[src/hdl/sitda_pkg.sv]
package sitda_pkg;

    // width of the signed input value
    localparam int VALUE_WIDTH = 32;

    // decimal digits of the largest magnitude, 2^(VALUE_WIDTH-1)
    localparam int DIGITS = ((VALUE_WIDTH - 1) * 30103) / 100000 + 1;
    localparam int BCD_W  = DIGITS * 4;
    localparam int CNT_W  = $clog2(VALUE_WIDTH + 1);
    localparam int IDX_W  = $clog2(DIGITS);

    localparam logic [6:0] ASCII_ZERO  = 7'd48;
    localparam logic [6:0] ASCII_MINUS = 7'd45;
    localparam logic [6:0] ASCII_NINE  = 7'd57;

    // shift-add correction: a digit of five or more gets three added before the shift
    localparam logic [3:0] DIGIT_ADJ_MIN = 4'd5;
    localparam logic [3:0] DIGIT_ADJ     = 4'd3;

    typedef logic [3:0] t_digit;

endpackage

[src/hdl/signed_int_to_decimal_ascii.sv]
// channel | direction | valid       | stall       | payload
// --------+-----------+-------------+-------------+----------------------------------
// in      | to block  | i_in_valid  | o_in_stall  | i_in_value (signed)
// out     | from block| o_out_valid | i_out_stall | o_out_character, o_out_last
//
// a value is loaded, shifted VALUE_WIDTH bits through the shared shift-add
// correction unit, the leading digit is found, and then one character per cycle
// is emitted while the output is not stalled (1 to DIGITS+1 characters)
// the input is taken only in idle; o_in_stall is high while a value is in work
// a stalled output holds the character register and the emit sequencer waits
// synchronous active-low reset clears the sequencer and the output valid

module signed_int_to_decimal_ascii (
    input  logic                              i_clk,
    input  logic                              i_rst_n,
    input  logic                              i_in_valid,
    input  logic [sitda_pkg::VALUE_WIDTH-1:0] i_in_value,
    output logic                              o_in_stall,
    output logic                              o_out_valid,
    output logic [6:0]                        o_out_character,
    output logic                              o_out_last,
    input  logic                              i_out_stall
);
    import sitda_pkg::*;

    localparam logic [1:0] ST_IDLE = 2'd0;
    localparam logic [1:0] ST_CONV = 2'd1;
    localparam logic [1:0] ST_FIND = 2'd2;
    localparam logic [1:0] ST_EMIT = 2'd3;

    // sequencer state
    logic [1:0]             r_state, n_state;
    logic [CNT_W-1:0]       r_cnt, n_cnt;
    logic [IDX_W-1:0]       r_idx, n_idx;
    logic                   r_neg, n_neg;
    logic                   r_sign_pend, n_sign_pend;

    // datapath: magnitude being shifted out and the bcd digit store
    logic [VALUE_WIDTH-1:0] r_bin, n_bin;
    logic [BCD_W-1:0]       r_bcd, n_bcd;
    logic [BCD_W-1:0]       w_bcd_step;

    // output register
    logic                   r_out_valid, n_out_valid;
    logic [6:0]             r_char, n_char;
    logic                   r_last, n_last;

    logic                   w_in_xfer;
    logic                   w_out_free;
    logic [IDX_W-1:0]       w_top;
    t_digit                 w_digit;

    sitda_dd_step u_step (
        .i_bcd (r_bcd),
        .i_bit (r_bin[VALUE_WIDTH-1]),
        .o_bcd (w_bcd_step)
    );

    assign o_in_stall = (r_state != ST_IDLE);
    assign w_in_xfer  = i_in_valid && !o_in_stall;
    // output slot can take a character this cycle
    assign w_out_free = !r_out_valid || !i_out_stall;

    // highest nonzero digit, zero when the whole value is zero
    always_comb begin
        w_top = '0;
        for (int k = 0; k < DIGITS; k++) begin
            if (r_bcd[k*4 +: 4] != 4'd0) begin
                w_top = IDX_W'(k);
            end
        end
    end

    assign w_digit = r_bcd[r_idx*4 +: 4];

    always_comb begin
        n_state     = r_state;
        n_cnt       = r_cnt;
        n_idx       = r_idx;
        n_neg       = r_neg;
        n_sign_pend = r_sign_pend;
        n_bin       = r_bin;
        n_bcd       = r_bcd;
        n_out_valid = r_out_valid;
        n_char      = r_char;
        n_last      = r_last;

        // output transfer frees the slot
        if (r_out_valid && !i_out_stall) begin
            n_out_valid = 1'b0;
        end

        case (r_state)
            ST_IDLE: begin
                if (w_in_xfer) begin
                    n_neg = i_in_value[VALUE_WIDTH-1];
                    // the most negative value negates to itself, read unsigned
                    n_bin = i_in_value[VALUE_WIDTH-1] ? (~i_in_value + 1'b1) : i_in_value;
                    n_bcd = '0;
                    n_cnt = CNT_W'(VALUE_WIDTH);
                    n_state = ST_CONV;
                end
            end
            ST_CONV: begin
                // one bit per cycle through the correction unit
                n_bcd = w_bcd_step;
                n_bin = {r_bin[VALUE_WIDTH-2:0], 1'b0};
                n_cnt = r_cnt - 1'b1;
                if (r_cnt == CNT_W'(1)) begin
                    n_state = ST_FIND;
                end
            end
            ST_FIND: begin
                n_idx       = w_top;
                n_sign_pend = r_neg;
                n_state     = ST_EMIT;
            end
            ST_EMIT: begin
                if (w_out_free) begin
                    n_out_valid = 1'b1;
                    if (r_sign_pend) begin
                        n_char      = ASCII_MINUS;
                        n_last      = 1'b0;
                        n_sign_pend = 1'b0;
                    end else begin
                        n_char = ASCII_ZERO + {3'b000, w_digit};
                        n_last = (r_idx == '0);
                        if (r_idx == '0) begin
                            n_state = ST_IDLE;
                        end else begin
                            n_idx = r_idx - 1'b1;
                        end
                    end
                end
            end
            default: begin
                n_state = ST_IDLE;
            end
        endcase
    end

    always_ff @(posedge i_clk) begin
        if (!i_rst_n) begin
            r_state     <= ST_IDLE;
            r_cnt       <= '0;
            r_idx       <= '0;
            r_neg       <= 1'b0;
            r_sign_pend <= 1'b0;
            r_out_valid <= 1'b0;
        end else begin
            r_state     <= n_state;
            r_cnt       <= n_cnt;
            r_idx       <= n_idx;
            r_neg       <= n_neg;
            r_sign_pend <= n_sign_pend;
            r_out_valid <= n_out_valid;
        end
    end

    // payload registers, no reset needed
    always_ff @(posedge i_clk) begin
        r_bin  <= n_bin;
        r_bcd  <= n_bcd;
        r_char <= n_char;
        r_last <= n_last;
    end

    assign o_out_valid     = r_out_valid;
    assign o_out_character = r_char;
    assign o_out_last      = r_last;

    // accepted value always starts a conversion
    a_accept_starts: assert property (@(posedge i_clk) disable iff (!i_rst_n)
        w_in_xfer |=> (r_state == ST_CONV) && (r_cnt == CNT_W'(VALUE_WIDTH)))
        else $error("accepted value did not start conversion");

    // conversion never runs with an exhausted bit count
    a_conv_cnt: assert property (@(posedge i_clk) disable iff (!i_rst_n)
        (r_state == ST_CONV) |-> (r_cnt != '0))
        else $error("conversion running with zero bit count");

    // minus sign is never the final character
    a_minus_not_last: assert property (@(posedge i_clk) disable iff (!i_rst_n)
        (r_out_valid && (r_char == ASCII_MINUS)) |-> !r_last)
        else $error("minus sign flagged last");

    // every other character is a decimal digit
    a_digit_range: assert property (@(posedge i_clk) disable iff (!i_rst_n)
        (r_out_valid && (r_char != ASCII_MINUS)) |->
            ((r_char >= ASCII_ZERO) && (r_char <= ASCII_NINE)))
        else $error("character is not a decimal digit");

    // digit index stays within the digit store while emitting
    a_idx_range: assert property (@(posedge i_clk) disable iff (!i_rst_n)
        (r_state == ST_EMIT) |-> (r_idx <= IDX_W'(DIGITS - 1)))
        else $error("digit index outside store");

endmodule

[src/hdl/sitda_dd_step.sv]
module sitda_dd_step (
    input  logic [sitda_pkg::BCD_W-1:0] i_bcd,
    input  logic                        i_bit,
    output logic [sitda_pkg::BCD_W-1:0] o_bcd
);
    import sitda_pkg::*;

    logic [BCD_W-1:0] w_adj;

    // correct every digit, then shift in the next binary bit
    always_comb begin
        t_digit d;
        for (int k = 0; k < DIGITS; k++) begin
            d = i_bcd[k*4 +: 4];
            if (d >= DIGIT_ADJ_MIN) begin
                w_adj[k*4 +: 4] = d + DIGIT_ADJ;
            end else begin
                w_adj[k*4 +: 4] = d;
            end
        end
    end

    assign o_bcd = {w_adj[BCD_W-2:0], i_bit};

endmodule
[config.mk]
export PLATFORM = sky130hd
export DESIGN_NAME = signed_int_to_decimal_ascii
export DESIGN_NICKNAME = d
export VERILOG_FILES = /design/src/hdl/sitda_pkg.sv /design/src/hdl/signed_int_to_decimal_ascii.sv /design/src/hdl/sitda_dd_step.sv
export SDC_FILE = /design/constraint.sdc
export NUM_CORES = 1
export LEC_CHECK = 0
export BUFFER_PORTS_ARGS = -buffer_cell sky130_fd_sc_hd__buf_4
export CORE_ASPECT_RATIO = 1.2
export CORE_MARGIN = 3
export CORE_UTILIZATION = 50
export DETAILED_ROUTE_END_ITERATION = 6
export PLACE_DENSITY_LB_ADDON = 0.08
export RECOVER_POWER = 50
export SYNTH_ARGS = -nofsm -noshare
export SYNTH_HDL_FRONTEND = slang
export SYNTH_HIERARCHICAL = 1
export SYNTH_SLANG_ARGS = --single-unit
[constraint.sdc]
create_clock -name i_clk -period 3 [get_ports i_clk]
set_input_delay 0.3 -clock i_clk [delete_from_list [all_inputs] [get_ports i_clk]]
set_output_delay 0.3 -clock i_clk [all_outputs]
set_load 0.05 [all_outputs]
Yosys cells after proc, flatten, opt, wreduce, memory -nomap -nowiden. Index checks and enable logic that the tools add are counted.

Flip-flop bits (word level): 95. Input port bits: 36. Logic and storage cells: 113.

$add $sub $neg: 14. $lt $le $gt $ge: 10. Equal/unequal tests: 10. Shift-type cells: 1. Multiplexer cells: 41. Bitwise gates (word level): 1. Reduce and logical (&&, ||, !) cells: 26.

Operators with widths (count): 2-to-1 mux 4 bit (20); one-hot mux 40 bit (2 select lines) (1); 2-to-1 mux 32 bit (2); one-hot mux 32 bit (2 select lines) (1); >= comparator 4 x 3 -> 1 bit (second input constant) (10); 2-to-1 mux 40 bit (1); indexed part select 40 x 7 -> 4 bit (1); adder 4 x 2 -> 4 bit (second input constant) (9); nonzero test 4 bit (9); adder 32 x 1 -> 32 bit (second input constant) (1); NOT 32 bit (1); inequality test 2 bit (second input constant) (6); one-hot mux 6 bit (2 select lines) (1); 2-to-1 mux 2 bit (5); one-hot mux 2 bit (4 select lines) (1); one-hot mux 4 bit (2 select lines) (1); AND reduction 2 bit (4); adder 6 x 4 -> 7 bit (first input constant) (1); equality test 6 x 1 -> 1 bit (second input constant) (1); 2-to-1 mux 6 bit (1); nonzero test 2 bit (3); subtractor 6 x 1 -> 6 bit (second input constant) (1); 2-to-1 mux 1 bit (5); AND reduction 5 bit (1); other kinds (12) (16).

Depth between registers and ports, before layout.
Depth in word-level cells: 11. Mapped depth: 9. Mapped depth without buffers: 8.

By module. The synthesis kept the hierarchy.

Modules (own cells, without submodules): signed_int_to_decimal_ascii (instances 1, cells an instance 435, area an instance 4961.0 um^2, sequential area each 2642.5 um^2); sitda_dd_step (instances 1, cells an instance 157, area an instance 1001.0 um^2, sequential area each 0.0 um^2).

Least setup slack after synthesis. OpenSTA, ideal clock, no wires.

Kind: reg2reg. Start point: register r_state[0]. End point: register r_cnt[2]. Setup time: 126 ps. Data arrival time: 2799 ps. Data required time: 2874 ps. Path slack: 75 ps. Stages on the path, launching flop included: 9. Buffers on the path: 0. Clock period less this slack: 2925 ps. Cell sequence: dfxtp_1 inv_1 ha_1 nand2b_1 o21ai_0 inv_1 nand2_1 xor2_1 nor2_1.

Cells in the longest elaborated chain, start to end: 5. Elaborated cells on any way between the ends: 9.

RTL lines: start: declaration (line signed_int_to_decimal_ascii.sv:32) `logic [1:0] r_state, n_state;`; start signal: assignment (line signed_int_to_decimal_ascii.sv:151) `r_state <= n_state;`; nonzero test 2 bit (line signed_int_to_decimal_ascii.sv:59) `assign o_in_stall = (r_state != ST_IDLE);`; logical NOT 1 bit (line signed_int_to_decimal_ascii.sv:60) `assign w_in_xfer = i_in_valid && !o_in_stall;`; logical AND 1 bit (line signed_int_to_decimal_ascii.sv:60); inequality test 2 bit (no source line); AND reduction 2 bit (no source line); end signal: assignment (line signed_int_to_decimal_ascii.sv:152) `r_cnt <= n_cnt;`; end: declaration (line signed_int_to_decimal_ascii.sv:33) `logic [CNT_W-1:0] r_cnt, n_cnt;`.

Several ways; a longest one is shown, not always the timed one. A chain may end at the register's enable or synchronous reset.

Worst setup path after layout.
Start point: register r_state[1]. End point: register r_cnt[2].

The elaborated chain is that of the path after synthesis.

==> load_flow_metrics.sql <==
INSERT INTO impl_metrics (metric_group, metric, value, unit) VALUES
('grt', 'globalRouteOverflowTotal', '0', ''),
('timing', 'rsz0062_at_grt', 'false', ''),
('critical_path', 'setup.worst_path.end_class', 'flip-flop', ''),
('critical_path', 'crit_family', 'adder cells', ''),
('logic_synthesis', 'synth_compound_gate_area_share', '13.0', '%'),
('timing', 'final.hold.worst_slack', '0.258', 'ns'),
('critical_path', 'criticalPathCategory', 'flip-flop to flip-flop', ''),
('flow_run', 'max_cap_viol_count', '0', ''),
('logic_synthesis', 'yosys_most_used_dff', 'sky130_fd_sc_hd__edfxtp_1', ''),
('floorplan', 'design.die.area', '13300', 'sq um'),
('outcome', 'outcome', 'finished clean', ''),
('critical_path', 'worst-endpoint-arrival', '2.66', 'ns'),
('cts', 'clock_tree_from_tritoncts', 'built', ''),
('timing', 'setup_tns', '0', 'ns'),
('logic_synthesis', 'synth.top_cells.by_area', 'sky130_fd_sc_hd__edfxtp_1 (39%), sky130_fd_sc_hd__ha_1 (5.9%), sky130_fd_sc_hd__dfxtp_1 (5.0%), sky130_fd_sc_hd__and2_1 (4.5%), sky130_fd_sc_hd__nand2_1 (4.4%)', ''),
('floorplan', 'die_x_extent', '106', 'um'),
('floorplan', 'initial_utilization', '51.3', '%'),
('timing', 'timing_worst_slew_pin_value', '0.775', 'ns'),
('cells_and_area', 'nets', '692', ''),
('placed_design', 'instance_area_at_placement', '6450', 'sq um'),
('logic_synthesis', 'async_reset_ff_share', '0', '%'),
('routing', 'remaining_drc_errors', '0', ''),
('cts', 'clock_transition_at_path_regs', '0.06', 'ns'),
('timing', 'clock.fmax', '409', 'MHz'),
('logic_synthesis', 'synth-xor-area-share', '6.17', '%'),
('cells_and_area', 'design_area', '6670', 'sq um'),
('routing', 'vias_per_cell', '5.41', ''),
('cts', 'clkLatencyLatePin', '0.35', 'ns'),
('cells_and_area', 'syn2layout_area_growth', '11.9', '%'),
('routing', 'finalWirelength', '11800', 'um'),
('critical_path', 'crit_path_top_delay_cell', 'sky130_fd_sc_hd__ha_1', ''),
('critical_path', 'chain_of_cells_forming_the_critical_path', 'inv_1 -> ha_1 -> o21ai_0 -> inv_2 -> buf_4 -> nand2_1 -> xor2_1 -> nor2_1', ''),
('logic_synthesis', 'yosysTopAreaCellShare', '39.3', '%'),
('power', 'vdd.ir_drop.worst', '0.537', 'mV'),
('logic_synthesis', 'netlist.top_cell.by_area', 'sky130_fd_sc_hd__edfxtp_1', ''),
('timing', 'layout_setup_ws', '0.558', 'ns'),
('critical_path', 'worstPathBufferInverterCount', '3', ''),
('logic_synthesis', 'synth_simple_gate_area_share', '18.8', '%'),
('power', 'power_per_cell_area', '1050', 'nW/um^2'),
('logic_synthesis', 'yosys-mux-area-fraction', '7.66', '%'),
('routing', 'dr.first_iter.drc_count', '151', ''),
('cts', 'cts_max_level', '3', ''),
('grt', 'first_global_vias', '4190', ''),
('routing', 'drt_first_pass_iters', '4', ''),
('logic_synthesis', 'synth_nets', '656', ''),
('floorplan', 'design.core.area', '11600', 'sq um'),
('cells_and_area', 'layout.cells.most_common', 'sky130_fd_sc_hd__edfxtp_1', ''),
('cts', 'cts-hold-fix-buffers', '0', ''),
('placed_design', 'pre_cts_slack', '0.687', 'ns'),
('cells_and_area', 'antenna-diode-count', '0', ''),
('placed_design', 'dp_cells', '774', ''),
('placed_design', 'io_buffers', '43', ''),
('critical_path', 'ff2ff_path_depth', '8', ''),
('cells_and_area', 'layout_common_cells', 'sky130_fd_sc_hd__edfxtp_1 (78), sky130_fd_sc_hd__nand2_1 (70), sky130_fd_sc_hd__o21ai_0 (46), sky130_fd_sc_hd__buf_4 (37), sky130_fd_sc_hd__inv_1 (35)', ''),
('cells_and_area', 'final_layout_size_suffix_gt1_share', '13.3', '%'),
('cts', 'cts_num_sinks', '93', ''),
('critical_path', 'critical_path_required', '3.22', 'ns'),
('grt', 'grt_start_max_net_pins', '80', ''),
('cts', 'cts_inserted_buffers', '9', ''),
('cts', 'post-cts-setup-buffer-count', '0', ''),
('grt', 'grt_util_overall', '18.5', '%'),
('routing', 'final_antenna_net_count', '0', ''),
('timing', 'maxSlewViolCount', '0', ''),
('timing', 'fin_worst_skew', '0.00626', 'ns'),
('placed_design', 'place.gp.congestion', '0.842', ''),
('placed_design', 'hpwlAfterDp', '8430', 'um'),
('timing', 'final.min_clock_period', '2.44', 'ns'),
('timing', 'worst_slew_margin_rel', '48.3', '%'),
('logic_synthesis', 'synth-seq-area-share', '44.3', '%'),
('cts', 'cts_root_buffer', 'sky130_fd_sc_hd__clkbuf_16', ''),
('logic_synthesis', 'synth_area', '5960', 'sq um');
layout make-up:
| type | instances | area, sq um | share of cell area (%) |
|---|---|---|---|
| Multi-Input combinational cell | 438 | 3050 | 45.8 |
| Sequential cell | 93 | 2640 | 39.6 |
| Timing Repair Buffer | 49 | 355 | 5.33 |
| Clock buffer | 10 | 229 | 3.43 |
| Tap cell | 157 | 196 | 2.95 |
| Inverter | 37 | 139 | 2.08 |
| Clock inverter | 6 | 53.8 | 0.807 |
synthesized netlist by cell type (2+ instances only):
master                      n
sky130_fd_sc_hd__or3_1      3
sky130_fd_sc_hd__a21boi_0   2
sky130_fd_sc_hd__a31oi_1    9
sky130_fd_sc_hd__a21oi_2   10
sky130_fd_sc_hd__ha_1      28
sky130_fd_sc_hd__dfxtp_1   15
sky130_fd_sc_hd__o21a_1     4
sky130_fd_sc_hd__o31ai_2    2
sky130_fd_sc_hd__nand2_1   70
sky130_fd_sc_hd__o21ai_0   31
sky130_fd_sc_hd__buf_1      3
sky130_fd_sc_hd__clkbuf_1  17
sky130_fd_sc_hd__nor4_1     9
sky130_fd_sc_hd__mux4_2     8
sky130_fd_sc_hd__a21oi_1    9
sky130_fd_sc_hd__a211oi_1   2
sky130_fd_sc_hd__nor2_1    26
sky130_fd_sc_hd__o31ai_1    6
sky130_fd_sc_hd__nor3_1     7
sky130_fd_sc_hd__nand2b_1  27
sky130_fd_sc_hd__a41oi_1    5
sky130_fd_sc_hd__or2_2      2
sky130_fd_sc_hd__mux2i_1   16
sky130_fd_sc_hd__edfxtp_1  78
sky130_fd_sc_hd__buf_4      3
sky130_fd_sc_hd__o21ai_1   29
sky130_fd_sc_hd__or4_1      5
sky130_fd_sc_hd__mux2_2     9
sky130_fd_sc_hd__nor2b_1    2
sky130_fd_sc_hd__xor2_1    16
sky130_fd_sc_hd__inv_1     36
sky130_fd_sc_hd__nand3_1    3
sky130_fd_sc_hd__and2_1    43
sky130_fd_sc_hd__nor4_2     2
sky130_fd_sc_hd__and3_1     3
sky130_fd_sc_hd__conb_1     2
sky130_fd_sc_hd__xnor2_1   26
sky130_fd_sc_hd__o41ai_1    4
worst reg2reg max path, stage by stage (launching register included):
cell and delay (ns):
sky130_fd_sc_hd__dfxtp_1 0.34, sky130_fd_sc_hd__inv_1 0.09, sky130_fd_sc_hd__ha_1 0.66, sky130_fd_sc_hd__o21ai_0 0.40
sky130_fd_sc_hd__inv_2 0.18, sky130_fd_sc_hd__buf_4 0.32, sky130_fd_sc_hd__nand2_1 0.12, sky130_fd_sc_hd__xor2_1 0.15
sky130_fd_sc_hd__nor2_1 0.05
power by group:
part | switching (mW) | total [mW] | internal (mW)
clock | 0.475 | 1.11 | 0.636
combinational | 1.68 | 2.98 | 1.29
sequential | 0.564 | 2.90 | 2.33
total | 2.72 | 6.98 | 4.26
final timing paths:
| path | start | to | slack, ns |
|---|---|---|---|
| worst max-delay path | r_state[1] | r_cnt[2] | 0.56 |
| worst max register to register | r_state[1] | r_cnt[2] | 0.56 |
| worst min-delay path | i_rst_n | r_cnt[5] | 0.26 |
| worst min register to register | r_neg | r_neg | 0.47 |
registers in the layout (all words and copies together), names as in the netlist:
signal	count
r_bcd	40
r_bin	32
r_cnt	6
o_out_character	5
r_idx	4
r_state	2
o_out_last	1
o_out_valid	1
r_neg	1
r_sign_pend	1
per-layer routing:
layer / global-route usage (%) / routed length (um) / up-vias
met1: 22.6 / 5170 / 2018
li1: - / - / 2177
met5: 0 / 0 / -
met3: 3.79 / 391 / 17
met2: 32.2 / 5970 / 61
met4: 6.78 / 218 / 0
logic make-up after synthesis:
| logic type | Yosys count |
|---|---|
| mux | 34 |
| xor+xnor | 42 |
| other cells | 2 |
| compound gates | 120 |
| flops | 93 |
| simple gates | 212 |
| buf+inv | 61 |
| fa+ha+maj | 28 |
Power figures use the tool's default switching activity.
